`src/rtl/dtq_pkg.sv`:
```
// Shared types and constants for the drop-tail queue timing block.
`timescale 1ns / 1ps
`default_nettype none
package dtq_pkg;

	localparam int LEN_W      = 16;  // packet length, bytes
	localparam int BT_W       = 32;  // byte time, 16.16 ns
	localparam int FRAC_W     = 16;  // fraction bits of byte time
	localparam int PROD_W     = LEN_W + BT_W;
	localparam int TX_W       = PROD_W - FRAC_W;
	localparam int CAP_W      = 7;   // buffer_capacity register
	localparam int CNT_W      = 32;  // saturating packet counters
	localparam int DELAY_W    = 64;  // delay accumulator
	localparam int OPND_W     = 64;  // adder operand width
	localparam int SUM_W      = OPND_W + 1;
	localparam int CFG_DATA_W = 32;
	localparam int CFG_IDX_W  = 1;

	localparam logic [CAP_W-1:0] CAP_RESET       = 7'd16;
	localparam logic [BT_W-1:0]  BYTE_TIME_RESET = 32'd47662545;

	typedef enum logic [CFG_IDX_W-1:0] {
		REG_CAPACITY  = 1'b0,
		REG_BYTE_TIME = 1'b1
	} cfg_reg_t;

	typedef enum logic {
		ALU_ADD,
		ALU_SUB
	} alu_op_t;

	typedef struct packed {
		alu_op_t             op;
		logic [OPND_W-1:0]   a;
		logic [OPND_W-1:0]   b;
	} alu_req_t;

	typedef enum logic [2:0] {
		ST_IDLE,
		ST_CHECK,
		ST_DELAY,
		ST_ACCUM,
		ST_MUL,
		ST_ADD,
		ST_DONE
	} state_t;

endpackage
`default_nettype wire

```
`src/rtl/dtq_alu.sv`:
```
// Shared add/subtract unit; top bit is carry on add, borrow on subtract.
`timescale 1ns / 1ps
`default_nettype none
module dtq_alu (
	input  wire dtq_pkg::alu_req_t      req,
	output logic [dtq_pkg::SUM_W-1:0]   sum
);

	always_comb begin
		unique case (req.op)
			dtq_pkg::ALU_ADD: sum = {1'b0, req.a} + {1'b0, req.b};
			dtq_pkg::ALU_SUB: sum = {1'b0, req.a} - {1'b0, req.b};
			default:          sum = '0;
		endcase
	end

endmodule
`default_nettype wire

```
`config.mk`:
```
export PLATFORM = sky130hd
export DESIGN_NAME = dtq_alu
export DESIGN_NICKNAME = d
export VERILOG_FILES = /design/src/rtl/dtq_pkg.sv /design/src/rtl/dtq_alu.sv
export SDC_FILE = /design/constraint.sdc
export NUM_CORES = 1
export LEC_CHECK = 0
export BUFFER_PORTS_ARGS = -buffer_cell sky130_fd_sc_hd__buf_2
export CORE_UTILIZATION = 50
export DETAILED_ROUTE_END_ITERATION = 16
export GPL_TIMING_DRIVEN = 0
export PLACE_DENSITY_LB_ADDON = 0.2
export RECOVER_POWER = 25
export SLEW_MARGIN = 5
export SYNTH_ARGS = -nofsm -noshare
export SYNTH_HDL_FRONTEND = slang
export SYNTH_SLANG_ARGS = --single-unit
```
`constraint.sdc`:
```
create_clock -name vclk -period 14.35
set_input_delay 2.87 -clock vclk [all_inputs]
set_output_delay 2.87 -clock vclk [all_outputs]
set_load 0.1 [all_outputs]
```
Word-level counts from Yosys, hierarchy flattened
Index checks and enable logic that the tools add are counted.
{"block": "totals", "register_bits": 0, "input_bits": 129, "output_inout_bits": 65, "elab_cells": 4}
{"block": "op_classes", "n_addsub": 2, "muxes": 1, "bitwise": 1}
{"cell": "$pmux W65 S2", "n": 1}
{"cell": "$add A64 B64 Y65", "n": 1}
{"cell": "$sub A64 B64 Y65", "n": 1}
{"cell": "$not A1 Y1", "n": 1}

Longest topological paths before layout
Gate-level depths: netlist of run 1.
{"block": "depth", "depth_word": 2, "ltp_mapped": 22, "mapped_depth_nobuf": 21}

Least setup slack after synthesis of run 1
OpenSTA, ideal clock, no wires.
{"block": "synth_path", "path_type": "input to output", "startpoint": "in req[14] (netlist name)", "endpoint": "out sum[61] (netlist name)", "t_arrival_ns": 9.316, "t_required_ns": 11.480, "slack_ns": 2.164, "stages": 19, "n_path_buf": 2, "path_cell_list": "or4_4 nor4_4 nand3_2 or4_1 buf_2 o31ai_1 xor2_1 ha_1 clkbuf_1 nand4_1 nor4_1 a211oi_1 o21ai_0 a41oi_1 o31ai_2 a311oi_1 a31oi_1 a2111oi_0 a211oi_1"}
{"block": "synth_between", "elab_chain_cells": 2, "elab_cells_between_ends": 3, "cone_classes": "2 x add/sub; 1 x mux"}
{"item": "start, declared", "line_no": "dtq_alu.sv:5", "text": "input wire dtq_pkg::alu_req_t req,"}
{"item": "$sub A64 B64 Y65 or $add A64 B64 Y65 (tied branches)", "line_no": "dtq_alu.sv:12, dtq_alu.sv:11"}
{"item": "$pmux W65 S2 *", "line_no": "dtq_alu.sv:10", "text": "unique case (req.op)"}
{"item": "end, declared", "line_no": "dtq_alu.sv:6", "text": "output logic [dtq_pkg::SUM_W-1:0] sum"}
Mark *: on every way between the ends. The rest lies on a longest branch, timed or not.

Worst setup path after layout of run 1
{"block": "layout_path", "startpoint": "in req[7] (netlist name)", "endpoint": "out sum[61] (netlist name)"}
Same word-level chain as after synthesis.

==> results of run 1 <==
-- worst max-delay path: stages --
cell,delay (ps)
buf_2,110
or3_1,410
nor3_1,530
nand2_1,260
or4_4,580
nor2_1,260
a21oi_1,130
xnor2_1,160
ha_1,270
clkbuf_1,280
nand4_1,240
nor4_1,400
a211oi_1,130
o21ai_0,90
a41oi_1,150
o31ai_2,530
a311oi_1,220
a31oi_1,590
a2111oi_0,260
a211oi_1,310
buf_2,480
-- worst max path at each step --
stage / startpoint / endpoint / slack [ps] / cells after the start
3_5_place_dp: req[7] / sum[61] / 2330 / 19
3_3_place_gp: req[7] / sum[61] / 2400 / 21
6_report: req[7] / sum[61] / 2230 / 21
5_1_grt: req[7] / sum[61] / 1800 / 21
4_1_cts: req[7] / sum[61] / 2330 / 21
2_1_floorplan: req[14] / sum[61] / 2160 / 19
-- final cells by class --
type | instances | area, sq um
timing repair buffer | 194 | 952
fill | 1018 | 3630
buffer | 30 | 115
tap | 133 | 166
multi-input combinational | 732 | 4980
inverter | 30 | 113
-- power by group through the flow --
stage	combinational (W)	sequential, W	clock, W
floorplan	0.000717	0	0
global placement	0.000854	0	0
detailed placement	0.000857	0	0
CTS	0.000859	0	0
global route	0.000903	0	0
finish	0.000861	0	0
-- metrics by stage --
step,power (W),std cells
2_1_floorplan,0.000717,792
5_1_grt,0.000903,1119
4_1_cts,0.000859,1119
3_5_place_dp,0.000857,1119
3_3_place_gp,0.000854,1119
6_report,0.000861,1119
-- logic make-up after synthesis --
family,Yosys count
AOI/OAI and AO/OA,272
xor gates and xnor gates,121
adders and majority gates,66
buffers and inverters,60
muxes,2
and+or+nand+nor,271
-- cell usage after synthesis (all sizes together), types with 3 or more instances --
master	instances
xor2	28
or4	4
a21o	31
xnor2	93
o31ai	10
a21oi	105
or3	10
a31oi	17
a311oi	3
o21a	8
a21boi	4
nand2b	9
o211ai	5
nor2b	7
a41oi	5
a2111oi	4
o21bai	10
clkbuf	27
o21ai	47
buf	3
nand3	16
a211oi	9
inv	30
nor3	24
nor4	8
nor2	92
and3	5
ha	65
nand2	63
nand4	15
and2	6
-- routing by layer --
layer,vias up,part of all wire,track usage
met3,26,0.071,0.0263
met5,-,0,0
met2,258,0.47,0.524
li1,3292,-,-
met1,2992,0.45,0.404
met4,0,0.017,0.0500
-- cell usage in the layout, fill, tap and decap left out, types with 4 or more instances in the layout --
| master | instances |
|---|---|
| o21a_1 | 8 |
| o211ai_1 | 5 |
| a211oi_1 | 9 |
| or3_1 | 10 |
| a2111oi_0 | 4 |
| ha_1 | 65 |
| and2_1 | 5 |
| a41oi_1 | 5 |
| a21o_1 | 31 |
| nand4_1 | 15 |
| clkbuf_1 | 42 |
| o21ai_0 | 46 |
| nor3_1 | 22 |
| o31ai_1 | 8 |
| nand3_1 | 15 |
| nand2_1 | 62 |
| a21oi_1 | 105 |
| nor2b_1 | 7 |
| buf_2 | 180 |
| a31oi_1 | 17 |
| inv_1 | 30 |
| xnor2_1 | 93 |
| nand2b_1 | 9 |
| nor2_1 | 92 |
| a21boi_0 | 4 |
| xor2_1 | 28 |
| o21bai_1 | 10 |
| and3_1 | 5 |
| nor4_1 | 6 |
==> results.yml, run 1 <==
status:
  outcome: "finished, final reports clean"
timing:
  slew_viol_final: 0
  fin_setup_tns_ps: 0
  fmax_ghz: 0.0825
  max_slew_margin: 0.219
  rsz0062_at_grt: "no"
  holdWs_ps: 6390
  timing.final.crit_share: 0.844
  final-setup-viol-count: 0
  fin_crit_ps: 12120
  hold_violations: 0
  fin_ws_ps: 2230
  tightest_slew_ps: 1180
grt:
  grt_pass1_vias: 5850
  grt_pass1_wl_um: 27400
  grt_overflow: 0
  grt_max_degree: 11
  global_route.usage.total: 0.300
  grt_antenna_before_repair: 0
yosys:
  yosys.area.top_type: "xnor2_1"
  syn_avg_cell_area_sq_um: 6.58
  syn_inst: 792
  synth_top_family_by_area: "compound AO/OA/AOI/OAI gates"
  yosys.area_share.simple: 0.262
  synth_top_area_share: 0.156
  synth_fa_ha_area_frac: 0.160
  synth_warnings: 0
  synthMuxAreaShare: 0.00384
  netlist_area_sq_mm: 0.00521
  netlist_top_cells_area: "xnor2_1, ha_1, a21oi_1, nor2_1, xor2_1"
  synthXorXnorAreaFrac: 0.203
  yosysSeqAreaShare: 0
  syn_nets: 987
  ys_types: 65
  synth_compound_area_frac: 0.327
place:
  gp_congestion: 0.926
  dp_hpwl_um: 14700
  port_buffers: 194
  dp_slack_ps: 2330
  place_area_sq_mm: 0.00635
drt:
  drt-wirelength-per-cell_um: 15.3
  viasPerCell: 5.87
  final_antenna_net_count: 0
  vias: 6568
  firstDrtPassIters: 5
  drc: 0
  drtIter0Drc: 325
  wl_um: 17100
cells_and_area:
  utilization: 0.636
  seq_cells: 0
  areaGrowthSynthToFinish_pct: 21.5
  design_area_sq_mm: 0.00633
  antenna_cells: 0
  drive_gt1_frac: 0.202
  seq_area_sq_um: 0
  nets: 1183
  clock_buffers: 0
power_and_ir_drop:
  power_switching_w: 0.000684
  p_comb_frac: 1.000
  internal_power_w: 0.000176
  swShare: 0.795
  clkPwrFrac: 0
  p_per_area_mw_per_mm2: 136
  leakagePower_nw: 2.90
  p_seq_frac: 0
  max-vdd-ir-drop_uv: 125
clocking:
  hold_buffers: 0
  cts_setup_buffers: 0
  postCtsResizedCells: 0
floorplan:
  die_y_um: 104
  start_util: 0.523
  die_area_sq_mm: 0.0108
  io_pins: 194
  core-area_sq_mm: 0.00995
  rows: 36
  die_x_um: 104
worst_hold_path:
  worstHoldEndpoint: "sum[62]"
  hold_depth: 4
  hold_path_startpoint: "req[126]"
  hold_class: "in -> out"
worst_setup_path:
  cp.required_ps: 11480
  crit_fanout: 7
  worstSetupPathType: "in -> out"
  start_kind: "input port"
  endpoint_kind: "output pin"
  worst_ep_arrival_time_ps: 9250
run:
  maxCapViolCount: 0
Power figures use the tool's default switching activity.
==> run 2, diff against run 1 <==
--- a/config.mk
+++ b/config.mk
@@ -6,7 +6,7 @@
 export NUM_CORES = 1
 export LEC_CHECK = 0
 export BUFFER_PORTS_ARGS = -buffer_cell sky130_fd_sc_hd__buf_2
-export CORE_UTILIZATION = 50
+export CORE_UTILIZATION = 48
 export DETAILED_ROUTE_END_ITERATION = 16
 export GPL_TIMING_DRIVEN = 0
 export PLACE_DENSITY_LB_ADDON = 0.2
==> constraint.sdc (replaced) <==
create_clock -name vclk -period 9.89
set_input_delay 1.978 -clock vclk [all_inputs]
set_output_delay 1.978 -clock vclk [all_outputs]
set_load 0.1 [all_outputs]
==> run 2 against run 1 <==
Cell count rose by 0.36%. First-iteration DRC count is 28% higher. Core utilization shrank 2.2 points.
==> results.yml, run 2 (synthesized netlist as in run 1, its figures left out) <==
status:
  outcome: "finished, final reports clean"
cells_and_area:
  final_common_cell: "buf_2"
  seq_area_sq_um: 0
  design_area_sq_mm: 0.00640
  seq_cells: 0
  clock_buffers: 0
  drive_gt1_frac: 0.208
  areaGrowthSynthToFinish_pct: 22.8
  mostFrequentLayoutCells: "buf_2, a21oi_1, xnor2_1"
  nets: 1183
floorplan:
  io_pins: 194
  core-area_sq_mm: 0.0104
  start_util: 0.500
  die_area_sq_mm: 0.0113
  rows: 37
  die_y_um: 106
  die_x_um: 106
clocking:
  cts_setup_buffers: 0
drt:
  wl_um: 17100
  drtIter0Drc: 416
  firstDrtPassIters: 5
  vias: 6463
  drt-wirelength-per-cell_um: 15.2
  viasPerCell: 5.76
  final_antenna_net_count: 0
  drc: 0
worst_setup_path:
  endpoint_kind: "output pin"
  cp.required_ps: 7910
  crit_fanout: 7
  start_kind: "input port"
  worstSetupPathType: "in -> out"
  worst_ep_arrival_time_ps: 7620
timing:
  final-setup-viol-count: 0
  fmax_ghz: 0.104
  hold_violations: 0
  tightest_slew_ps: 1180
  rsz0062_at_grt: "no"
  slew_viol_final: 0
  timing.final.crit_share: 0.970
  fin_ws_ps: 296
  holdWs_ps: 4610
  max_slew_margin: 0.219
  fin_crit_ps: 9590
power_and_ir_drop:
  leakagePower_nw: 2.91
  clkPwrFrac: 0
  max-vdd-ir-drop_uv: 185
  p_comb_frac: 1.000
  p_seq_frac: 0
  internal_power_w: 0.000260
  power_switching_w: 0.000995
  swShare: 0.793
  p_per_area_mw_per_mm2: 196
place:
  gp_congestion: 0.968
  dp_slack_ps: -59.1
  dp_hpwl_um: 14700
  port_buffers: 194
  place_area_sq_mm: 0.00635
worst_hold_path:
  hold_class: "in -> out"
grt:
  global_route.usage.total: 0.289
  grt_antenna_before_repair: 1
  grt_pass1_wl_um: 27000
  grt_overflow: 0
  grt_pass1_vias: 5833
  grt_max_degree: 11
run:
  maxCapViolCount: 0
[run 2: layout make-up]
cell class	instances	area, sq um
timing repair buffer	194	960
multi-input combinational	732	5040
antenna	1	2.50
fill	1105	4020
buffer	30	115
inverter	30	113
tap	136	170
[run 2: per-stage QoR]
stage,total power [W],instances,setup TNS (ps),util
after floorplan,0.00104,792,0,-
after global placement,0.00124,1122,0,0.610
after detailed placement,0.00124,1122,-59.1,0.610
after CTS,0.00125,1122,0,0.611
after global routing,0.00132,1123,0,0.614
final,0.00126,1123,0,0.614
[run 2: power by group through the flow]
stage	registers [W]	logic, W	clock network [W]
final	0	0.00126	0.0000000000136
after global routing	0	0.00132	0.0000000000135
after CTS	0	0.00125	0
after detailed placement	0	0.00124	0
after global placement	0	0.00124	0
after floorplan	0	0.00104	0
[run 2: timing repair]
item / CTS / global route
hold endpoints to repair: 0 / 0
endpoints found under the setup margin: 1 / 6
gates cloned: 0 / 0
pin swaps: 0 / 0
hold buffers: 0 / 0
gates resized for setup: 1 / 12
[run 2: final timing paths]
path,end,from,cells past startpoint,slack [ps]
worst min-delay path,sum[19],req[83],4,4610
worst max-delay path,sum[64],req[14],24,300
[run 2: critical path, stage by stage]
cell and delay [ps]:
buf_2 120, or4_4 570, nor4_4 320, nand3_2 170, or4_1 480, buf_2 180
nor4_4 250, and2_4 260, nand2_4 80, o21ai_0 220, xor2_1 280, ha_1 160
clkbuf_1 280, nand2_1 140, o21ai_1 300, a41oi_1 160, or3_1 450, nor2_1 130
o211ai_1 100, nand2_1 140, o2111ai_1 140, a21oi_1 190, xnor2_1 170, buf_4 330
[run 2: routing by layer]
layer	track usage	up-vias	routed length (um)
met4	0.0645	0	329
met3	0.0135	23	1120
met5	0	-	0
met2	0.504	253	7990
met1	0.388	2885	7650
li1	-	3302	-
==> run 3, diff against run 2 <==
==> constraint.sdc (replaced) <==
create_clock -name vclk -period 7.7
set_input_delay 1.54 -clock vclk [all_inputs]
set_output_delay 1.54 -clock vclk [all_outputs]
set_load 0.1 [all_outputs]
==> run 3 against run 2 <==
The flow now finishes with violations (setup timing). Non-clock buffer count increased by 62. Design area increased by 31%. Global-route usage increased by 4.0 points. First-iteration DRC count increased by 25%. Cell count increased by 5.5%. Combinational power increased by 62%. Sequential share of layout area unchanged. Core utilization increased by 19 points. Die area unchanged. Via count increased by 17%. Critical endpoint is now sum[62].
==> results.yml, run 3 (synthesized netlist as in run 1, its figures left out) <==
status:
  outcome: "finished, violations left"
  violations: "setup timing"
cells_and_area:
  drive_gt1_frac: 0.426
  final_common_cell: "buf_2"
  fill_cells: 695
  clock_buffers: 0
  mostFrequentLayoutCells: "buf_2, nor2_1, a21oi_1"
  fin_cells: 1185
  seq_cells: 0
  nets: 1245
  areaGrowthSynthToFinish_pct: 60.4
  seq_area_sq_um: 0
worst_setup_path:
  critPathMaxStageDelay_ps: 570
  crit_fanout: 6
  path_cells: "buf_2, nor3_2, and3_2, nand2_1, or4_4, buf_6, nor3_4, nand2_2, nor2_1, a21oi_1, xnor2_1, ha_2, a21oi_1, o21bai_1, a21oi_2, nor2b_1, o21a_1, o21a_1, o21ai_1, nand2_1, a41oi_2, xnor2_2, buf_6"
  crit_slowest_cell: "or4_4"
  cp.required_ps: 6160
  critical_path.startpoint: "req[4]"
  endpoint_kind: "output pin"
  worst_ep_arrival_time_ps: 6490
  worstSetupPathType: "in -> out"
  start_kind: "input port"
place:
  dp_hpwl_um: 14500
  gp_congestion: 0.931
  dp_slack_ps: -1520
  place_inst: 1122
  port_buffers: 194
floorplan:
  start_util: 0.500
  io_pins: 194
  core-area_sq_mm: 0.0104
  die_x_um: 106
  die_y_um: 106
  rows: 37
  die_area_sq_mm: 0.0113
timing:
  timing.final.crit_share: 1.04
  max_slew_margin: 0.213
  fin_setup_tns_ps: -2030
  fin_ws_ps: -327
  holdWs_ps: 3630
  fin_crit_ps: 8030
  slew_viol_final: 0
  tightest_slew_ps: 1190
  final-setup-viol-count: 15
  hold_violations: 0
  rsz0062_at_grt: "yes"
  fmax_ghz: 0.125
grt:
  grt.met1_usage: 0.426
  grt_pass1_wl_um: 30400
  grt_max_degree: 11
  global_route.usage.total: 0.328
  grt-busiest-layer: "met2"
  grt_pass1_vias: 6419
  grt.met2_usage: 0.591
  grt_antenna_before_repair: 1
  grt_overflow: 0
  use_met3: 0.0159
worst_hold_path:
  hold_class: "in -> out"
  hold_depth: 4
  hold_path_startpoint: "req[121]"
drt:
  drc: 0
  firstDrtPassIters: 5
  vias: 7542
  drt-wirelength-per-cell_um: 19.9
  wl_um: 23600
  final_antenna_net_count: 0
  viasPerCell: 6.36
  drtIter0Drc: 518
power_and_ir_drop:
  leakagePower_nw: 3.71
  p_per_area_mw_per_mm2: 244
  power_w: 0.00204
  max-vdd-ir-drop_uv: 294
run:
  maxCapViolCount: 0
-- run 3: changes by cell type in the layout (fill, tap and decap cells not counted), moves of 14 or more --
cell      previous run  this run
buf_4                1        75
clkbuf_1            42        11
xnor2_1             93        62
a21oi_1            105        77
xnor2_2              0        26
ha_1                65        41
a21oi_2              0        19
buf_6                0        18
o21ai_0             45        28
ha_4                 0        14
-- run 3: worst paths after layout --
kind / to / slack [ps]
max: sum[62] / -330
min: sum[57] / 3630
-- run 3: area by class of cell --
type | count | area, sq um | area share
multi-input cells | 732 | 6180 | 0.739
plain buffers | 13 | 68.8 | 0.00824
diodes | 1 | 2.50 | 0.000299
repair buffers | 273 | 1820 | 0.218
well taps | 136 | 170 | 0.0204
inverters | 30 | 115 | 0.0138
-- run 3: where the power goes --
part	switching (W)	internal [W]	leakage, nW	total (W)
sequential	0	0	0	0
clock	0	0.0000000000174	0.00000634	0.0000000000174
combinational	0.00145	0.000590	3.71	0.00204
total	0.00145	0.000590	3.71	0.00204
-- run 3: stage by stage --
step                       util  area [sq um]
after detailed placement  0.642          6690
final                     0.802          8360
after global routing      0.802          8360
after CTS                 0.726          7560
after global placement    0.642          6690
after floorplan               -          5550
-- run 3: timing repair --
action	CTS	global route
endpoints found under the setup margin	33	32
pin swaps	62	68
resized for setup	158	120
hold buffers	0	0
cloned	0	0
buffers inserted	46	36
-- run 3: routing by layer --
layer / up-vias / routed length [um] / part of all wire
met3: 128 / 2010 / 0.085
met2: 556 / 11400 / 0.48
met1: 3454 / 8900 / 0.38
met4: 0 / 1280 / 0.054
li1: 3404 / - / -
met5: - / 0 / 0
-- run 3: critical path, delay by kind of cell --
family	cells	cell delay [ps]
simple gates	9	2170
fa+ha+maj	1	390
buf+inv	3	520
xor+xnor	2	410
compound gates	8	1450
